## src/design/rpfs_pkg.sv

```systemverilog
// ----------------------------------------------------------------------------
// rpfs_pkg
// Shared types and constants of the RGB palette fade sequencer.
// ----------------------------------------------------------------------------
package rpfs_pkg;

  // Field and register widths.
  localparam int ChanW   = 8;
  localparam int ColorW  = 3 * ChanW;
  localparam int StepW   = 16;
  localparam int QuotW   = ChanW + StepW;
  localparam int DivCntW = $clog2(QuotW);

  // Palette geometry. PaletteSize entries of the ring are in use.
  localparam int NumColors   = 7;
  localparam int PaletteSize = 7;
  localparam int PosW        = 3;

  // Configuration port.
  localparam int CfgIdxW  = 3;
  localparam int CfgDataW = ColorW;
  localparam logic [CfgIdxW-1:0] RegFadeSteps = CfgIdxW'(NumColors);

  localparam logic [StepW-1:0] FadeStepsRst = StepW'(64);

  typedef logic [ColorW-1:0] color_t;

  localparam color_t ColorRst [NumColors] = '{
    24'h100000, 24'h001000, 24'h000010, 24'h101000,
    24'h100010, 24'h001010, 24'h101010
  };

  // Channel codes, used as the index of the channel being computed.
  typedef logic [1:0] chan_t;
  localparam chan_t ChRed   = 2'd0;
  localparam chan_t ChGreen = 2'd1;
  localparam chan_t ChBlue  = 2'd2;

  localparam logic [ChanW-1:0] ChanMax = {ChanW{1'b1}};

endpackage

```

## src/design/rpfs_if.sv

```systemverilog
// ----------------------------------------------------------------------------
// rpfs_in_if / rpfs_out_if
// Valid/ready channels for update ticks and interpolated colors.
// ----------------------------------------------------------------------------
interface rpfs_in_if;
  logic valid;
  logic ready;
  logic link_idle;

  modport source (output valid, output link_idle, input ready);
  modport sink   (input valid, input link_idle, output ready);
endinterface

interface rpfs_out_if;
  logic                      valid;
  logic                      ready;
  logic [rpfs_pkg::ChanW-1:0] red;
  logic [rpfs_pkg::ChanW-1:0] green;
  logic [rpfs_pkg::ChanW-1:0] blue;

  modport source (output valid, output red, output green, output blue, input ready);
  modport sink   (input valid, input red, input green, input blue, output ready);
endinterface

```

## src/design/rpfs_div.sv

```systemverilog
// ----------------------------------------------------------------------------
// rpfs_div
// Restoring unsigned divider, one quotient bit per clock cycle.
// ----------------------------------------------------------------------------
module rpfs_div (
  input  logic                        clk_i,
  input  logic                        rst_ni,
  input  logic                        start_i,
  input  logic [rpfs_pkg::QuotW-1:0]  dividend_i,
  input  logic [rpfs_pkg::StepW-1:0]  divisor_i,
  output logic                        done_o,
  output logic [rpfs_pkg::QuotW-1:0]  quotient_o
);

  localparam logic [rpfs_pkg::DivCntW-1:0] LastCnt = rpfs_pkg::DivCntW'(rpfs_pkg::QuotW - 1);

  logic [rpfs_pkg::QuotW-1:0]   quo_q, quo_d;
  logic [rpfs_pkg::StepW-1:0]   rem_q, rem_d;
  logic [rpfs_pkg::StepW-1:0]   dvs_q;
  logic [rpfs_pkg::DivCntW-1:0] cnt_q;
  logic                         busy_q, done_q;

  logic [rpfs_pkg::StepW:0] rem_sh;
  logic [rpfs_pkg::StepW:0] rem_sub;

  // The partial remainder stays below the divisor, so it fits in StepW bits.
  always_comb begin
    rem_sh  = {rem_q, quo_q[rpfs_pkg::QuotW-1]};
    rem_sub = rem_sh - {1'b0, dvs_q};
    if (rem_sh >= {1'b0, dvs_q}) begin
      rem_d = rem_sub[rpfs_pkg::StepW-1:0];
      quo_d = {quo_q[rpfs_pkg::QuotW-2:0], 1'b1};
    end else begin
      rem_d = rem_sh[rpfs_pkg::StepW-1:0];
      quo_d = {quo_q[rpfs_pkg::QuotW-2:0], 1'b0};
    end
  end

  always_ff @(posedge clk_i or negedge rst_ni) begin
    if (!rst_ni) begin
      busy_q <= 1'b0;
      done_q <= 1'b0;
      cnt_q  <= '0;
    end else if (start_i) begin
      busy_q <= 1'b1;
      done_q <= 1'b0;
      cnt_q  <= '0;
    end else if (busy_q) begin
      cnt_q <= cnt_q + 1'b1;
      if (cnt_q == LastCnt) begin
        busy_q <= 1'b0;
        done_q <= 1'b1;
      end
    end else begin
      done_q <= 1'b0;
    end
  end

  always_ff @(posedge clk_i) begin
    if (start_i) begin
      quo_q <= dividend_i;
      rem_q <= '0;
      dvs_q <= divisor_i;
    end else if (busy_q) begin
      quo_q <= quo_d;
      rem_q <= rem_d;
    end
  end

  assign done_o     = done_q;
  assign quotient_o = quo_q;

endmodule

```

## src/design/rgb_palette_fade_sequencer_unit.sv

```systemverilog
// ----------------------------------------------------------------------------
// rgb_palette_fade_sequencer_unit
// Linear color fade over a ring of palette entries, one color per idle tick.
// ----------------------------------------------------------------------------
// Each request is one update tick. A tick whose link_idle bit is clear is
// taken without leaving the idle state and changes nothing. A tick with
// link_idle set produces one color: for red, green and blue in turn the
// block computes start + (end - start) * fade_position / fade_steps between
// the current palette entry and the next one, truncating toward zero and
// saturating to 0..255. The fade counter and, at the end of a fade, the
// palette position advance as soon as the tick is taken. The three quotients
// come from a single restoring divider that retires one bit per cycle over a
// 24-bit dividend. A producing tick keeps the input not ready until its
// color is handed over: one palette read, then per channel a multiply, a
// divider start, the divide and a merge, then the hand-over of the color.
// No new producing tick is taken while one is still being computed; the
// hand-over stretches only while the output register still holds a color
// that its consumer has not taken. The finished color sits in an output
// register, so the next tick is taken while the previous color still waits
// for its consumer. Configuration writes are expected only while the block
// is idle.
// ----------------------------------------------------------------------------
module rgb_palette_fade_sequencer_unit (
  input  logic                          clk_i,
  input  logic                          rst_ni,
  rpfs_in_if.sink                       in_req_i,
  rpfs_out_if.source                    out_res_o,
  input  logic                          cfg_we_i,
  input  logic [rpfs_pkg::CfgIdxW-1:0]  cfg_idx_i,
  input  logic [rpfs_pkg::CfgDataW-1:0] cfg_data_i
);

  // Sequencer states.
  localparam logic [2:0] StIdle  = 3'd0;
  localparam logic [2:0] StLoadE = 3'd1;
  localparam logic [2:0] StMul   = 3'd2;
  localparam logic [2:0] StDivS  = 3'd3;
  localparam logic [2:0] StDivW  = 3'd4;
  localparam logic [2:0] StDone  = 3'd5;

  localparam logic [rpfs_pkg::PosW-1:0] PalLimit = rpfs_pkg::PosW'(rpfs_pkg::PaletteSize);

  logic [2:0] state_q, state_d;

  // Configuration registers.
  rpfs_pkg::color_t           colors_q [rpfs_pkg::NumColors];
  logic [rpfs_pkg::StepW-1:0] fade_steps_q;

  // Architectural fade state.
  logic [rpfs_pkg::PosW-1:0]  pal_pos_q;
  logic [rpfs_pkg::StepW-1:0] fade_pos_q;

  // Working registers of one computation.
  logic [rpfs_pkg::PosW-1:0]  nxt_q;
  logic [rpfs_pkg::StepW-1:0] step_q;
  logic [rpfs_pkg::StepW-1:0] div_q;
  rpfs_pkg::color_t           sc_q, ec_q;
  rpfs_pkg::chan_t            chan_q;
  logic [rpfs_pkg::QuotW-1:0] mag_q;
  logic                       neg_q;
  logic [rpfs_pkg::ChanW-1:0] red_q, green_q, blue_q;

  // Output register.
  logic                       out_valid_q;
  logic [rpfs_pkg::ChanW-1:0] out_red_q, out_green_q, out_blue_q;

  logic                       in_accept;
  logic                       start_fade;
  logic [rpfs_pkg::PosW-1:0]  cur_pos, cur_p1, nxt_pos, rd_idx;
  logic [rpfs_pkg::StepW-1:0] div_eff;
  logic [rpfs_pkg::StepW:0]   step_sum;
  rpfs_pkg::color_t           rd_color;
  logic [rpfs_pkg::ChanW-1:0] s_ch, e_ch, diff_ch, sat_ch;
  logic [rpfs_pkg::ChanW:0]   sat_sum;
  logic                       div_start, div_done;
  logic [rpfs_pkg::QuotW-1:0] quot;
  logic                       out_free;

  assign in_req_i.ready = (state_q == StIdle);
  assign in_accept      = in_req_i.valid && in_req_i.ready;
  assign start_fade     = in_accept && in_req_i.link_idle;
  assign out_free       = !out_valid_q || out_res_o.ready;

  // An out-of-range position counts as entry 0; the ring wraps after the last entry.
  always_comb begin
    cur_pos  = (pal_pos_q >= PalLimit) ? '0 : pal_pos_q;
    cur_p1   = cur_pos + 1'b1;
    nxt_pos  = (cur_p1 >= PalLimit) ? '0 : cur_p1;
    div_eff  = (fade_steps_q == '0) ? rpfs_pkg::StepW'(1) : fade_steps_q;
    step_sum = {1'b0, fade_pos_q} + 1'b1;
  end

  // A single palette read port: the start entry at accept, the end entry after.
  assign rd_idx   = (state_q == StIdle) ? cur_pos : nxt_q;
  assign rd_color = colors_q[rd_idx];

  always_comb begin
    unique case (chan_q)
      rpfs_pkg::ChRed: begin
        s_ch = sc_q[23:16];
        e_ch = ec_q[23:16];
      end
      rpfs_pkg::ChGreen: begin
        s_ch = sc_q[15:8];
        e_ch = ec_q[15:8];
      end
      default: begin
        s_ch = sc_q[7:0];
        e_ch = ec_q[7:0];
      end
    endcase
    diff_ch = (e_ch >= s_ch) ? (e_ch - s_ch) : (s_ch - e_ch);
  end

  // Apply the quotient to the start value and clamp to the channel range.
  always_comb begin
    sat_sum = {1'b0, s_ch} + {1'b0, quot[rpfs_pkg::ChanW-1:0]};
    if (neg_q) begin
      if (quot > rpfs_pkg::QuotW'(s_ch)) begin
        sat_ch = '0;
      end else begin
        sat_ch = s_ch - quot[rpfs_pkg::ChanW-1:0];
      end
    end else begin
      if (quot > rpfs_pkg::QuotW'(rpfs_pkg::ChanMax) || sat_sum[rpfs_pkg::ChanW]) begin
        sat_ch = rpfs_pkg::ChanMax;
      end else begin
        sat_ch = sat_sum[rpfs_pkg::ChanW-1:0];
      end
    end
  end

  assign div_start = (state_q == StDivS);

  rpfs_div u_div (
    .clk_i      (clk_i),
    .rst_ni     (rst_ni),
    .start_i    (div_start),
    .dividend_i (mag_q),
    .divisor_i  (div_q),
    .done_o     (div_done),
    .quotient_o (quot)
  );

  always_comb begin
    state_d = state_q;
    unique case (state_q)
      StIdle:  if (start_fade) state_d = StLoadE;
      StLoadE: state_d = StMul;
      StMul:   state_d = StDivS;
      StDivS:  state_d = StDivW;
      StDivW: begin
        if (div_done) begin
          state_d = (chan_q == rpfs_pkg::ChBlue) ? StDone : StMul;
        end
      end
      StDone:  if (out_free) state_d = StIdle;
      default: state_d = StIdle;
    endcase
  end

  always_ff @(posedge clk_i or negedge rst_ni) begin
    if (!rst_ni) begin
      state_q      <= StIdle;
      pal_pos_q    <= '0;
      fade_pos_q   <= '0;
      fade_steps_q <= rpfs_pkg::FadeStepsRst;
      colors_q     <= rpfs_pkg::ColorRst;
      chan_q       <= rpfs_pkg::ChRed;
      out_valid_q  <= 1'b0;
    end else begin
      state_q <= state_d;

      if (cfg_we_i) begin
        if (cfg_idx_i == rpfs_pkg::RegFadeSteps) begin
          fade_steps_q <= cfg_data_i[rpfs_pkg::StepW-1:0];
        end else begin
          colors_q[cfg_idx_i] <= cfg_data_i;
        end
      end

      // The counters move on as soon as a producing tick is taken; the
      // working registers keep the values this color is computed from.
      if (start_fade) begin
        chan_q <= rpfs_pkg::ChRed;
        if (step_sum >= {1'b0, div_eff}) begin
          fade_pos_q <= '0;
          pal_pos_q  <= nxt_pos;
        end else begin
          fade_pos_q <= step_sum[rpfs_pkg::StepW-1:0];
          pal_pos_q  <= cur_pos;
        end
      end else if (state_q == StDivW && div_done && chan_q != rpfs_pkg::ChBlue) begin
        chan_q <= chan_q + 1'b1;
      end

      if (state_q == StDone && out_free) begin
        out_valid_q <= 1'b1;
      end else if (out_res_o.ready) begin
        out_valid_q <= 1'b0;
      end
    end
  end

  always_ff @(posedge clk_i) begin
    if (start_fade) begin
      nxt_q  <= nxt_pos;
      step_q <= fade_pos_q;
      div_q  <= div_eff;
      sc_q   <= rd_color;
    end
    if (state_q == StLoadE) begin
      ec_q <= rd_color;
    end
    if (state_q == StMul) begin
      mag_q <= rpfs_pkg::QuotW'(diff_ch) * rpfs_pkg::QuotW'(step_q);
      neg_q <= (e_ch < s_ch);
    end
    if (state_q == StDivW && div_done) begin
      unique case (chan_q)
        rpfs_pkg::ChRed:   red_q   <= sat_ch;
        rpfs_pkg::ChGreen: green_q <= sat_ch;
        default:           blue_q  <= sat_ch;
      endcase
    end
    if (state_q == StDone && out_free) begin
      out_red_q   <= red_q;
      out_green_q <= green_q;
      out_blue_q  <= blue_q;
    end
  end

  assign out_res_o.valid = out_valid_q;
  assign out_res_o.red   = out_red_q;
  assign out_res_o.green = out_green_q;
  assign out_res_o.blue  = out_blue_q;

endmodule

```

## src/flat_wrapper.sv

```systemverilog
// flat-port wrapper written by rule: the top's interface ports become plain ports
module rgb_palette_fade_sequencer_unit_flat 
  (clk_i, rst_ni, cfg_we_i, cfg_idx_i, cfg_data_i, in_req_i_valid, in_req_i_link_idle, in_req_i_ready, out_res_o_valid, out_res_o_red, out_res_o_green, out_res_o_blue, out_res_o_ready);
  rpfs_in_if in_req_i_i ();
  rpfs_out_if out_res_o_i ();
  input  logic clk_i;
  input  logic rst_ni;
  input  logic cfg_we_i;
  input  logic [rpfs_pkg::CfgIdxW-1:0] cfg_idx_i;
  input  logic [rpfs_pkg::CfgDataW-1:0] cfg_data_i;
  input wire logic [$bits(in_req_i_i.valid)-1:0] in_req_i_valid;
  input wire logic [$bits(in_req_i_i.link_idle)-1:0] in_req_i_link_idle;
  output wire logic [$bits(in_req_i_i.ready)-1:0] in_req_i_ready;
  output wire logic [$bits(out_res_o_i.valid)-1:0] out_res_o_valid;
  output wire logic [$bits(out_res_o_i.red)-1:0] out_res_o_red;
  output wire logic [$bits(out_res_o_i.green)-1:0] out_res_o_green;
  output wire logic [$bits(out_res_o_i.blue)-1:0] out_res_o_blue;
  input wire logic [$bits(out_res_o_i.ready)-1:0] out_res_o_ready;
  assign in_req_i_i.valid = in_req_i_valid;
  assign in_req_i_i.link_idle = in_req_i_link_idle;
  assign in_req_i_ready = in_req_i_i.ready;
  assign out_res_o_valid = out_res_o_i.valid;
  assign out_res_o_red = out_res_o_i.red;
  assign out_res_o_green = out_res_o_i.green;
  assign out_res_o_blue = out_res_o_i.blue;
  assign out_res_o_i.ready = out_res_o_ready;
  rgb_palette_fade_sequencer_unit u_core (.clk_i(clk_i), .rst_ni(rst_ni), .in_req_i(in_req_i_i), .out_res_o(out_res_o_i), .cfg_we_i(cfg_we_i), .cfg_idx_i(cfg_idx_i), .cfg_data_i(cfg_data_i));
endmodule
```

## config.mk

```make
export PLATFORM = sky130hd
export DESIGN_NAME = rgb_palette_fade_sequencer_unit_flat
export DESIGN_NICKNAME = d
export VERILOG_FILES = /design/src/design/rpfs_pkg.sv /design/src/design/rpfs_if.sv /design/src/design/rpfs_div.sv /design/src/design/rgb_palette_fade_sequencer_unit.sv /design/src/flat_wrapper.sv
export SDC_FILE = /design/constraint.sdc
export NUM_CORES = 1
export LEC_CHECK = 0
export BUFFER_PORTS_ARGS = -buffer_cell sky130_fd_sc_hd__buf_2
export CORE_MARGIN = 5
export CORE_UTILIZATION = 45
export DETAILED_ROUTE_END_ITERATION = 8
export SLEW_MARGIN = 10
export SYNTH_ARGS = -nofsm -noshare
export SYNTH_HDL_FRONTEND = slang
export SYNTH_HIERARCHICAL = 1
export SYNTH_SLANG_ARGS = --single-unit
```

## constraint.sdc

```tcl
create_clock -name clk_i -period 9.4 [get_ports clk_i]
set_clock_uncertainty 0.2 [all_clocks]
set_input_delay 0.47 -clock clk_i [delete_from_list [all_inputs] [get_ports clk_i]]
set_output_delay 0.47 -clock clk_i [all_outputs]
set_load 0.02 [all_outputs]
```

==> metrics.txt, run 1 <==
Fmax roughly 120 MHz; # nets final ~2500; root buffer cell clkbuf_16; vias per inst between 5 and 6; Row Count 86; Mapped Nets 2495; clock slew at reported path FFs 0.06 ns; Slowest cell on crit path ha_1; WHS roughly 0.033 ns; drt drc 0; routed len/inst ~18 um; yosys warns 6; final setup violation count 0; layout cells sized above 1 0.1863; Worst Path Class, Setup flop to flop; Clock Tree Buf Depth 3; total gr overflow 0; die height 245.6 um; relative slew slack 0.2838; outcome finished clean; post-synth cell types a little over 80; final hold vios 0; die area roughly 60000 sq um; routed vias ~16000; Seq/Total Area, Yosys 0.4653; Post-CTS Setup Bufs 0; critical path's top delay family adder cells; Synth Register Bits between 400 and 500; post-DP HPWL ~38 mm; Post-synth ARST share 0.5047; reg2reg start u_core/chan_q[1]; # IOs slightly below 60; largest net degree at the start of global routing 80; setup TNS 0 ns; Worst-Skew Late Latency around 0.61 ns; Final Max Tran Viols 0; CP Launch Point u_core/chan_q[1]; Chip Width about 250 um; Mapped Avg Cell Area roughly 11 sq um; Synth Cell Area ~25000 sq um; Initial Util 0.4535; first-pass GRT wire length approximately 90 mm; CP arrival just under 9 ns; RSZ-0062 raised after global routing false; Startpoint Class flop; Hold Path Class input pin to flop; clock sink count roughly 430; CTS Buf Count 48; hold_sp cfg_data_i[10]; Buf+Inv Stages, Crit Path 7; worst-path maximum fanout 19; Final Cycle Share 0.9084; CTS tree done; CTS H-tree depth 2; max incr delay on CP 0.67 ns; Core ar. about 55000 sq um; dominant synthesized flop cell dfrtp_1; MaxCap Viol Count 0; Worst-Margin Slew 1.074 ns; Total Wirelength roughly 55 mm; r2r setup slk 0.86 ns; drt first pass iters 6; initial DRC count 687; vias in the first global route around 17000; Critical Path RT approximately 9.5 ns; ANT nets after route 0; PortBufs between 50 and 60; number of enable flip-flop cells after synthesis a little under 200; Tmin final about 8.5 ns; Worst Setup End Kind flop; Tot GR Track Use 0.1832; Gate Count Post-Synth roughly 2300; Area growth, synth to finish 11.00%; Final Wtd Congestion a little under 0.9; initial antenna violation count 8
## sequential cells by signal, summed over array words and instances, names as in the netlist, 2 cells and up
signal,cells
u_core/mag_q,24
u_core/step_q,16
u_core/u_div/cnt_q,5
u_core/out_res_o.green,8
u_core/div_q,16
u_core/pal_pos_q,3
u_core/blue_q,8
u_core/red_q,8
u_core/fade_steps_q,16
u_core/ec_q,24
u_core/nxt_q,3
u_core/green_q,8
u_core/colors_q,168
u_core/u_div/dvs_q,16
u_core/out_res_o.blue,8
u_core/u_div/quotient_o,24
u_core/chan_q,2
u_core/out_res_o.red,8
u_core/fade_pos_q,16
u_core/sc_q,24
u_core/state_q,3
u_core/u_div/rem_q,16
## final cells by class
cell class              instances  area, sq um
diodes                          1        2.502
clock buffers                  70         1405
clock inverters                19        229.0
fillers                      4904        27360
inverters                     193        724.4
multi-input cells            1505        12180
flip-flops and latches        428        11630
well taps                     748        935.9
repair buffers                 98        633.1
## layer usage
| layer | global-route usage | up-vias | wire (um) |
|---|---|---|---|
| met1 | 0.2558 | 8135 | 25780 |
| met5 | 0 | - | 71 |
| met2 | 0.3013 | 256 | 25890 |
| met3 | 0.02957 | 73 | 2197 |
| met4 | 0.04644 | 12 | 1079 |
| li1 | - | 7845 | - |
## worst register-to-register path, stage by stage (launching register included)
cell       delay (ns)
dfrtp_1          0.40
inv_1            0.09
ha_1             0.55
nor2_1           0.11
buf_4            0.21
nand2_1          0.08
nand2_1          0.06
ha_1             0.67
clkinv_1         0.15
buf_4            0.23
o221ai_4         0.42
a2111oi_4        0.10
a31oi_4          0.59
mux2_2           0.43
fa_1             0.52
fa_1             0.55
inv_1            0.05
fa_1             0.52
inv_1            0.05
fa_1             0.52
inv_1            0.04
ha_1             0.34
nand4_1          0.12
a211oi_1         0.33
o21ai_0          0.32
a21oi_1          0.30
o221ai_1         0.17
xnor2_1          0.15
## path summary, 6_finish.rpt
kind | cells after the start | endpoint
setup / recovery | 27 | u_core/mag_q[23]
hold / removal | 2 | u_core/fade_steps_q[10]
setup reg to reg | 27 | u_core/mag_q[23]
hold reg to reg | 0 | u_core/u_div/dvs_q[4]
max in group asynchronous | 4 | u_core/colors_q[93]
min in group asynchronous | 2 | u_core/fade_steps_q[8]
## timing repair
| item | in CTS | in global routing |
|---|---|---|
| hold buffers | 13 | 0 |
| hold endpoints to repair | 128 | 0 |
| gates resized for setup | 0 | 0 |
## cells in the mapped netlist (7+ instances only)
master | n | area, sq um
a221oi_1 | 28 | 245.2
dfrtp_1 | 203 | 5080
nand4b_1 | 7 | 61.31
dfstp_2 | 13 | 341.6
xor2_1 | 21 | 183.9
a31oi_1 | 11 | 68.82
nor4_1 | 12 | 75.07
nand2_1 | 322 | 1209
buf_2 | 24 | 120.1
fa_1 | 89 | 1782
nor2_1 | 61 | 229.0
ha_1 | 121 | 1514
xnor2_1 | 29 | 254.0
a211oi_1 | 17 | 127.6
o21a_1 | 11 | 82.58
nand2b_1 | 33 | 206.5
or3_1 | 10 | 62.56
nand4_1 | 19 | 118.9
o22ai_1 | 11 | 68.82
and2_1 | 59 | 369.1
o21ai_0 | 63 | 315.3
mux2_2 | 215 | 2421
a21o_1 | 31 | 232.7
nor2b_1 | 29 | 181.4
mux2i_1 | 48 | 480.5
inv_1 | 192 | 720.7
edfxtp_1 | 196 | 5886
dfxtp_1 | 16 | 320.3
buf_1 | 11 | 41.29
and2b_1 | 9 | 67.56
a22o_1 | 15 | 131.4
nor3_1 | 12 | 60.06
nand3_1 | 42 | 210.2
o211ai_1 | 10 | 75.07
clkbuf_1 | 85 | 319.1
a21oi_1 | 86 | 430.4
## cell usage in the layout, fill, tap and decap left out, types with 11 or more instances in the layout
cell type,netlist,routed
mux2i_1,48,45
o22ai_1,11,11
ha_1,121,121
dlygate4sd3_1,0,13
xor2_1,21,21
dfstp_2,13,13
a21o_1,31,31
o21ai_0,63,63
dfrtp_1,203,203
a21oi_1,86,86
a31oi_1,11,11
fa_1,89,89
buf_2,24,57
and2_1,59,59
nand2b_1,33,33
xnor2_1,29,29
inv_1,192,191
edfxtp_1,196,196
nand3_1,42,42
mux2_2,215,215
nor2_1,61,58
buf_4,1,27
nand4_1,19,19
nor4_1,12,12
clkbuf_1,85,11
clkbuf_16,0,49
o21a_1,11,11
a22o_1,15,15
a211oi_1,17,17
dfxtp_1,16,16
nand2_1,322,322
a221oi_1,28,28
nor2b_1,29,29
## stage by stage
step	cells	util	area, sq um	setup slack, ns
6_report	3062	0.5034	27740	0.8607
5_1_grt	3061	0.5034	27730	0.2970
3_3_place_gp	2959	0.4713	25960	1.095
2_1_floorplan	2252	-	24990	1.632
4_1_cts	3061	0.5033	27730	0.8544
3_5_place_dp	2959	0.4713	25960	0.9235
## logic make-up (layout without fill, tap and decap cells)
logic type	Yosys count	count (layout)	synth area share
and+or+nand+nor	638	638	0.1215
DFF	428	428	0.4653
AOI/OAI and AO/OA	339	339	0.09374
buffers and inverters	319	380	0.05068
muxes	264	264	0.1167
adders and majority gates	210	210	0.1319
xor gates and xnor gates	54	54	0.02013
other	0	1	0
Power of run 1 is left out: the tool's default activity adds up to more than one toggle a clock period on the data nets, which glitch-free logic cannot reach.
==> inputs of run 2 (changes only) <==
ABC_AREA = 1   (was not set)
CORE_UTILIZATION = 50   (was 45)
PLACE_DENSITY = 0.66   (was not set)
==> run 2 against run 1 <==
- worst hold slack worse by 0.013 ns
- worst setup slack better by 0.20 ns
- cell count up 14%
- utilization rose by 5.3 points
- via count increased by 14%
- critical path type unchanged
- critical endpoint is now u_core/mag_q[18]
- largest cell class is now registers
- highest routed layer is now met4
==> metrics.txt, run 2 <==
setup TNS 0 ns (unchanged); Tmin final 8.335 ns (was 8.539 ns); vias in the first global route 18470 (was 16730); FF-to-FF path depth 32 (was 27); total gr overflow 0 (unchanged); PortBufs 58 (unchanged); CTS Buf Count 45 (was 48); Final Wtd Congestion 0.8866 (was 0.8663); Post-synth ARST share 0.5047 (unchanged); register with the most flip-flops u_core/colors_q (unchanged); Setup crit end u_core/mag_q[18] (was u_core/mag_q[23]); CTS H-tree depth 2 (unchanged); routed vias 18570 (was 16320); final setup violation count 0 (unchanged); Mapped Nets 3020 (was 2495); WHS 0.02073 ns (was 0.03335 ns); clock slew at reported path FFs 0.06 ns (about the same); initial antenna violation count 1 (was 8); largest net degree at the start of global routing 112 (was 80); Antenna Cells 0 (was 1); Final Max Tran Viols 0 (unchanged); r2r setup slk 1.07 ns (was 0.86 ns); Worst-Margin Slew 1.185 ns (was 1.074 ns); CP arrival 8.47 ns (was 8.66 ns); Row Count 81 (was 86); Post-CTS Setup Bufs 0 (unchanged); met3 GRT Util 0.04137 (was 0.02957); Initial Util 0.5051 (was 0.4535); MaxCap Viol Count 0 (unchanged); vias per inst 5.312 (was 5.330); max FFs per register 168 (unchanged); final hold vios 0 (unchanged); Slowest cell on crit path nor2_1 (was ha_1); commonest non-fill, non-tap cell in the layout nand2_1 (unchanged); commonest cells after routing, fill and taps aside 620 x nand2_1, 373 x inv_1, 285 x o21ai_0 (was 322 x nand2_1, 215 x mux2_2, 203 x dfrtp_1); first-pass GRT wire length 98.25 mm (was 90.05 mm); post-synth cell types 55 (was 83); Chip Width 232.4 um (was 245.6 um); Synth top area share 0.2380 (was 0.2356); gr busiest metal met2 (unchanged); Mapped Avg Cell Area 8.903 sq um (was 11.10 sq um); # nets final 3039 (was 2517); Worst-Skew Late Latency 0.59 ns (was 0.61 ns); root buffer cell clkbuf_16 (unchanged); Tot GR Track Use 0.2271 (was 0.1832); Total Wirelength 60.60 mm (was 55.02 mm); CP Launch Point u_core/chan_q[0] (was u_core/chan_q[1]); layout cells sized above 1 0.09428 (was 0.1863); yosys warns 6 (unchanged); Clock Tree Buf Depth 3 (unchanged); Fmax 120.0 MHz (was 117.1 MHz); Core ar. 48950 sq um (was 55090 sq um); routed len/inst 17.33 um (was 17.97 um); Seq/Total Area, Yosys 0.4703 (was 0.4653); Area growth, synth to finish 10.11% (was 11.00%); ranking of synthesized cells by area edfxtp_1 24%, dfrtp_1 21%, nand2_1 9.4% (was edfxtp_1 24%, dfrtp_1 20%, mux2_2 9.7%); die height 232.4 um (was 245.6 um); dominant synthesized flop cell dfrtp_1 (unchanged); Critical Path RT 9.53 ns (was 9.52 ns); Crit path top cell by count inv_1; die area 54000 sq um (was 60340 sq um); drt first pass iters 5 (was 6); max incr delay on CP 0.81 ns (was 0.67 ns); Synth Cell Area 24720 sq um (was 24990 sq um); relative slew slack 0.2073 (was 0.2838); Hold Path Class input pin to flop (unchanged); Startpoint Class flop (unchanged); met2 usage in global routing 0.3793 (was 0.3013); cell taking the most area after synthesis edfxtp_1 (unchanged); Synth Register Bits 428 (unchanged); count leader, synth nand2_1 (unchanged); Post-synth top cells 620 x nand2_1, 374 x inv_1, 285 x o21ai_0, 206 x nor2_1, 203 x dfrtp_1 (was 322 x nand2_1, 215 x mux2_2, 203 x dfrtp_1, 196 x edfxtp_1, 192 x inv_1); number of enable flip-flop cells after synthesis 196 (unchanged); CTS tree done (unchanged); Worst Setup End Kind flop (unchanged); Gate Count Post-Synth 2777 (was 2252); met1 usage 0.3029 (was 0.2558); outcome finished clean (unchanged); clock sink count 428 (unchanged); R2R Path End u_core/mag_q[18] (was u_core/mag_q[23]); worst-path maximum fanout 19 (unchanged); Worst Path Class, Setup flop to flop (unchanged); drt drc 0 (unchanged); initial DRC count 1296 (was 687); RSZ-0062 raised after global routing false (unchanged); reg2reg start u_core/chan_q[0] (was u_core/chan_q[1]); ANT nets after route 0 (unchanged); Final Cycle Share 0.8867 (was 0.9084); post-DP HPWL 43.02 mm (was 38.14 mm); # IOs 59 (unchanged)
[run 2: cell types whose count changed in the layout (fill, tap and decap cells not counted), moves of 59 or more]
cell / change
and2_1: -59
o21ai_0: +222
nand2_1: +298
nand3_1: +86
mux2_2: -215
nor2_1: +145
inv_1: +182
[run 2: per-layer routing]
layer / part of all wire / up-vias
li1: - / 9032
met1: 0.44 / 8908
met2: 0.47 / 527
met3: 0.061 / 103
met4: 0.027 / 0
met5: 0 / -
[run 2: timing repair]
item / CTS / global route
hold buffers: 14 / 0
hold endpoints to repair: 110 / 0
resized for setup: 0 / 0
[run 2: how the worst min path moves through the flow]
stage	from	endpoint	slack (ns)	depth (start not counted)
2_1_floorplan	rst_ni	u_core/chan_q[0]	-0.03	0
3_3_place_gp	u_core/blue_q[6]	u_core/out_res_o.blue[6]	0.20	0
3_5_place_dp	u_core/blue_q[0]	u_core/out_res_o.blue[0]	0.20	0
4_1_cts	cfg_data_i[19]	u_core/colors_q[115]	0.005	3
5_1_grt	cfg_data_i[19]	u_core/colors_q[139]	0.04	3
6_report	cfg_data_i[2]	u_core/fade_steps_q[2]	0.02	3
[run 2: logic make-up (layout without fill, tap and decap cells)]
kind of cell,count (synthesis),after routing,share of synthesized area
XOR/XNOR,57,57,0.02019
buffers and inverters,503,558,0.08112
AO/OA/AOI/OAI,493,493,0.1085
flip-flops,428,428,0.4703
adder cells (fa/ha/maj),210,210,0.1333
AND/OR/NAND/NOR,1086,1086,0.1866
[run 2: cell type report]
type                    count  area [sq um]
well taps                 664         830.8
flip-flops and latches    428         11630
clock inverters            24         312.8
multi-input cells        1846         11150
repair buffers             91         583.1
clock buffers              59          1280
inverters                 384          1441
fillers                  4370         21730
[run 2: stage by stage]
stage / setup slack (ns) / util / cells / instance area [sq um]
after floorplan: 2.363 / - / 2777 / 24730
after detailed placement: 1.087 / 0.5207 / 3399 / 25490
final: 1.065 / 0.5561 / 3496 / 27220
after CTS: 1.088 / 0.5561 / 3496 / 27220
after global routing: 0.4275 / 0.5561 / 3496 / 27220
after global placement: 1.291 / 0.5207 / 3399 / 25490
[run 2: worst max-delay path: cells and delay by family, from the launching register on]
kind                     cells  cell delay (ns)
XOR/XNOR                     1             0.13
flip-flops                   1             0.35
adder cells (fa/ha/maj)      8             3.39
AO/OA/AOI/OAI                5             1.28
buffers and inverters        8             0.62
AND/OR/NAND/NOR             10             2.12
Power of run 2 is left out for the same reason.
==> inputs of run 3 (changes only) <==
CORE_UTILIZATION = 60   (was 50)
PLACE_DENSITY = 0.77   (was 0.66)
==> run 3 against run 2 <==
- non-clock buffer count decreased by 1
- flip-flop and latch count unchanged
- routed wire length decreased by 0.71%
- global-route usage increased by 4.4 points
- largest cell class unchanged
- utilization increased by 11 points
- die area decreased by 16%
- worst hold slack improved by 0.0023 ns
- critical endpoint is now u_core/mag_q[11]
- via count increased by 2.0%
- final area decreased by 0.83%
==> metrics.txt, run 3 (same netlist as run 2, synthesis figures left out) <==
Startpoint Class flop (unchanged); fin util 0.6612 (was 0.5561); CP Launch Point u_core/chan_q[0] (unchanged); worst-path maximum fanout 19 (unchanged); Resize count post-CTS 0 (unchanged); Final Wtd Congestion 0.9381 (was 0.8866); post-DP HPWL 42.33 mm (was 43.02 mm); first-pass GRT wire length 97.61 mm (was 98.25 mm); final setup violation count 0 (unchanged); max FFs per register 168 (unchanged); Area growth, synth to finish 9.190% (was 10.11%); layout cells sized above 1 0.09297 (was 0.09428); CTS tree done (unchanged); PortBufs 58 (unchanged); Tot GR Track Use 0.2706 (was 0.2271); CTS Buf Count 44 (was 45); Final Cycle Share 0.8846 (was 0.8867); root buffer cell clkbuf_16 (unchanged); outcome finished clean (unchanged); ANT nets after route 0 (unchanged); Chip Width 213 um (was 232.4 um); Final Max Tran Viols 0 (unchanged); Worst-Margin Slew 1.108 ns (was 1.185 ns); setup TNS 0 ns (unchanged); Total Wirelength 60.17 mm (was 60.60 mm); largest net degree at the start of global routing 79 (was 112); drt drc 0 (unchanged); relative slew slack 0.2585 (was 0.2073); Worst Setup End Kind flop (unchanged); Worst-Skew Late Latency 0.59 ns (about the same); register with the most flip-flops u_core/colors_q (unchanged); RSZ-0062 raised after global routing false (unchanged); Buf+Inv Stages, Crit Path 6 (was 8); total gr overflow 0 (unchanged); initial DRC count 1657 (was 1296); Row Count 74 (was 81); CTS H-tree depth 2 (unchanged); commonest cells after routing, fill and taps aside 620 x nand2_1, 373 x inv_1, 285 x o21ai_0 (unchanged); Worst Path Class, Setup flop to flop (unchanged); routed len/inst 17.90 um (was 17.33 um); Metal-1 WL 24.89 mm (was 26.51 mm); vias per inst 5.636 (was 5.312); die height 213 um (was 232.4 um); vias in the first global route 18740 (was 18470); # nets final 3037 (was 3039); commonest non-fill, non-tap cell in the layout nand2_1 (unchanged); max incr delay on CP 0.83 ns (was 0.81 ns); hold_sp cfg_data_i[20] (was cfg_data_i[2]); CP arrival 8.43 ns (was 8.47 ns); Max Used Layer met4 (unchanged); Hold Path Class input pin to flop (unchanged); clock sink count 428 (unchanged); final hold vios 0 (unchanged); Antenna Cells 0 (unchanged); routed vias 18940 (was 18570); MaxCap Viol Count 0 (unchanged); die area 45370 sq um (was 54000 sq um); clock slew at reported path FFs 0.06 ns (about the same); critical path's top delay family adder cells (unchanged); drt first pass iters 6 (was 5); Setup WS pre-CTS 1.146 ns (was 1.087 ns); Clock Tree Buf Depth 3 (unchanged); Fmax 120.3 MHz (was 120.0 MHz); Critical Path RT 9.52 ns (was 9.53 ns); Routed met2 length 28.92 mm (was 28.76 mm); Tmin final 8.316 ns (was 8.335 ns); Slowest cell on crit path nor2_1 (unchanged); initial antenna violation count 0 (was 1); Core ar. 40830 sq um (was 48950 sq um); Initial Util 0.6055 (was 0.5051); # IOs 59 (unchanged); fin worst setup slack 1.084 ns (was 1.065 ns); reg2reg start u_core/chan_q[0] (unchanged); met3 WL 4.231 mm (was 3.690 mm)
-- run 3: cell count changes in the layout (fill, tap and decap cells not counted), sizes merged --
| cell | delta |
|---|---|
| buf | -2 |
| bufinv | -1 |
| clkbuf | -1 |
| clkinv | +1 |
| clkinvlp | +4 |
| inv | -4 |
-- run 3: cell type report --
class / count / area [sq um]
well taps: 532 / 665.6
inverters: 384 / 1441
clock inverters: 24 / 296.5
repair buffers: 90 / 574.3
flip-flops and latches: 428 / 11630
multi-input cells: 1846 / 11150
fillers: 3304 / 13830
clock buffers: 57 / 1244
-- run 3: routing by layer --
metal,vias up,global-route usage
li1,9028,-
met1,9081,0.3589
met2,704,0.4533
met3,129,0.04893
met4,0,0.09424
met5,-,0
-- run 3: stage by stage --
| stage | hold WS (ns) | instance area (sq um) | std cells |
|---|---|---|---|
| detailed placement | 0.2045 | 25320 | 3266 |
| floorplan | -0.02559 | 24730 | 2777 |
| CTS | 0.002100 | 27000 | 3361 |
| global route | 0.01007 | 27000 | 3361 |
| global placement | 0.2032 | 25320 | 3266 |
| finish | 0.02302 | 27000 | 3361 |
-- run 3: worst register-to-register path: cells and delay by family (launching register included) --
family | cells | cell delay [ns]
buffers and inverters | 6 | 0.46
AOI/OAI and AO/OA | 6 | 1.37
and+or+nand+nor | 8 | 2.17
DFF | 1 | 0.36
xor gates and xnor gates | 1 | 0.17
adders and majority gates | 8 | 3.33
-- run 3: path summary, 6_finish.rpt --
| check | end | slack, ns | cells past startpoint |
|---|---|---|---|
| max in group asynchronous | u_core/fade_steps_q[3] | 6.48 | 4 |
| setup / recovery | u_core/mag_q[11] | 1.08 | 29 |
| hold reg to reg | u_core/u_div/dvs_q[6] | 0.22 | 0 |
| min in group asynchronous | u_core/colors_q[137] | 0.23 | 2 |
| setup reg to reg | u_core/mag_q[11] | 1.08 | 29 |
| hold / removal | u_core/colors_q[140] | 0.02 | 3 |
-- run 3: what timing repair did --
action                    in CTS  in global routing
hold buffers                  14                  0
hold endpoints to repair      77                  0
buffers inserted               0                  0
Power of run 3 is left out for the same reason.
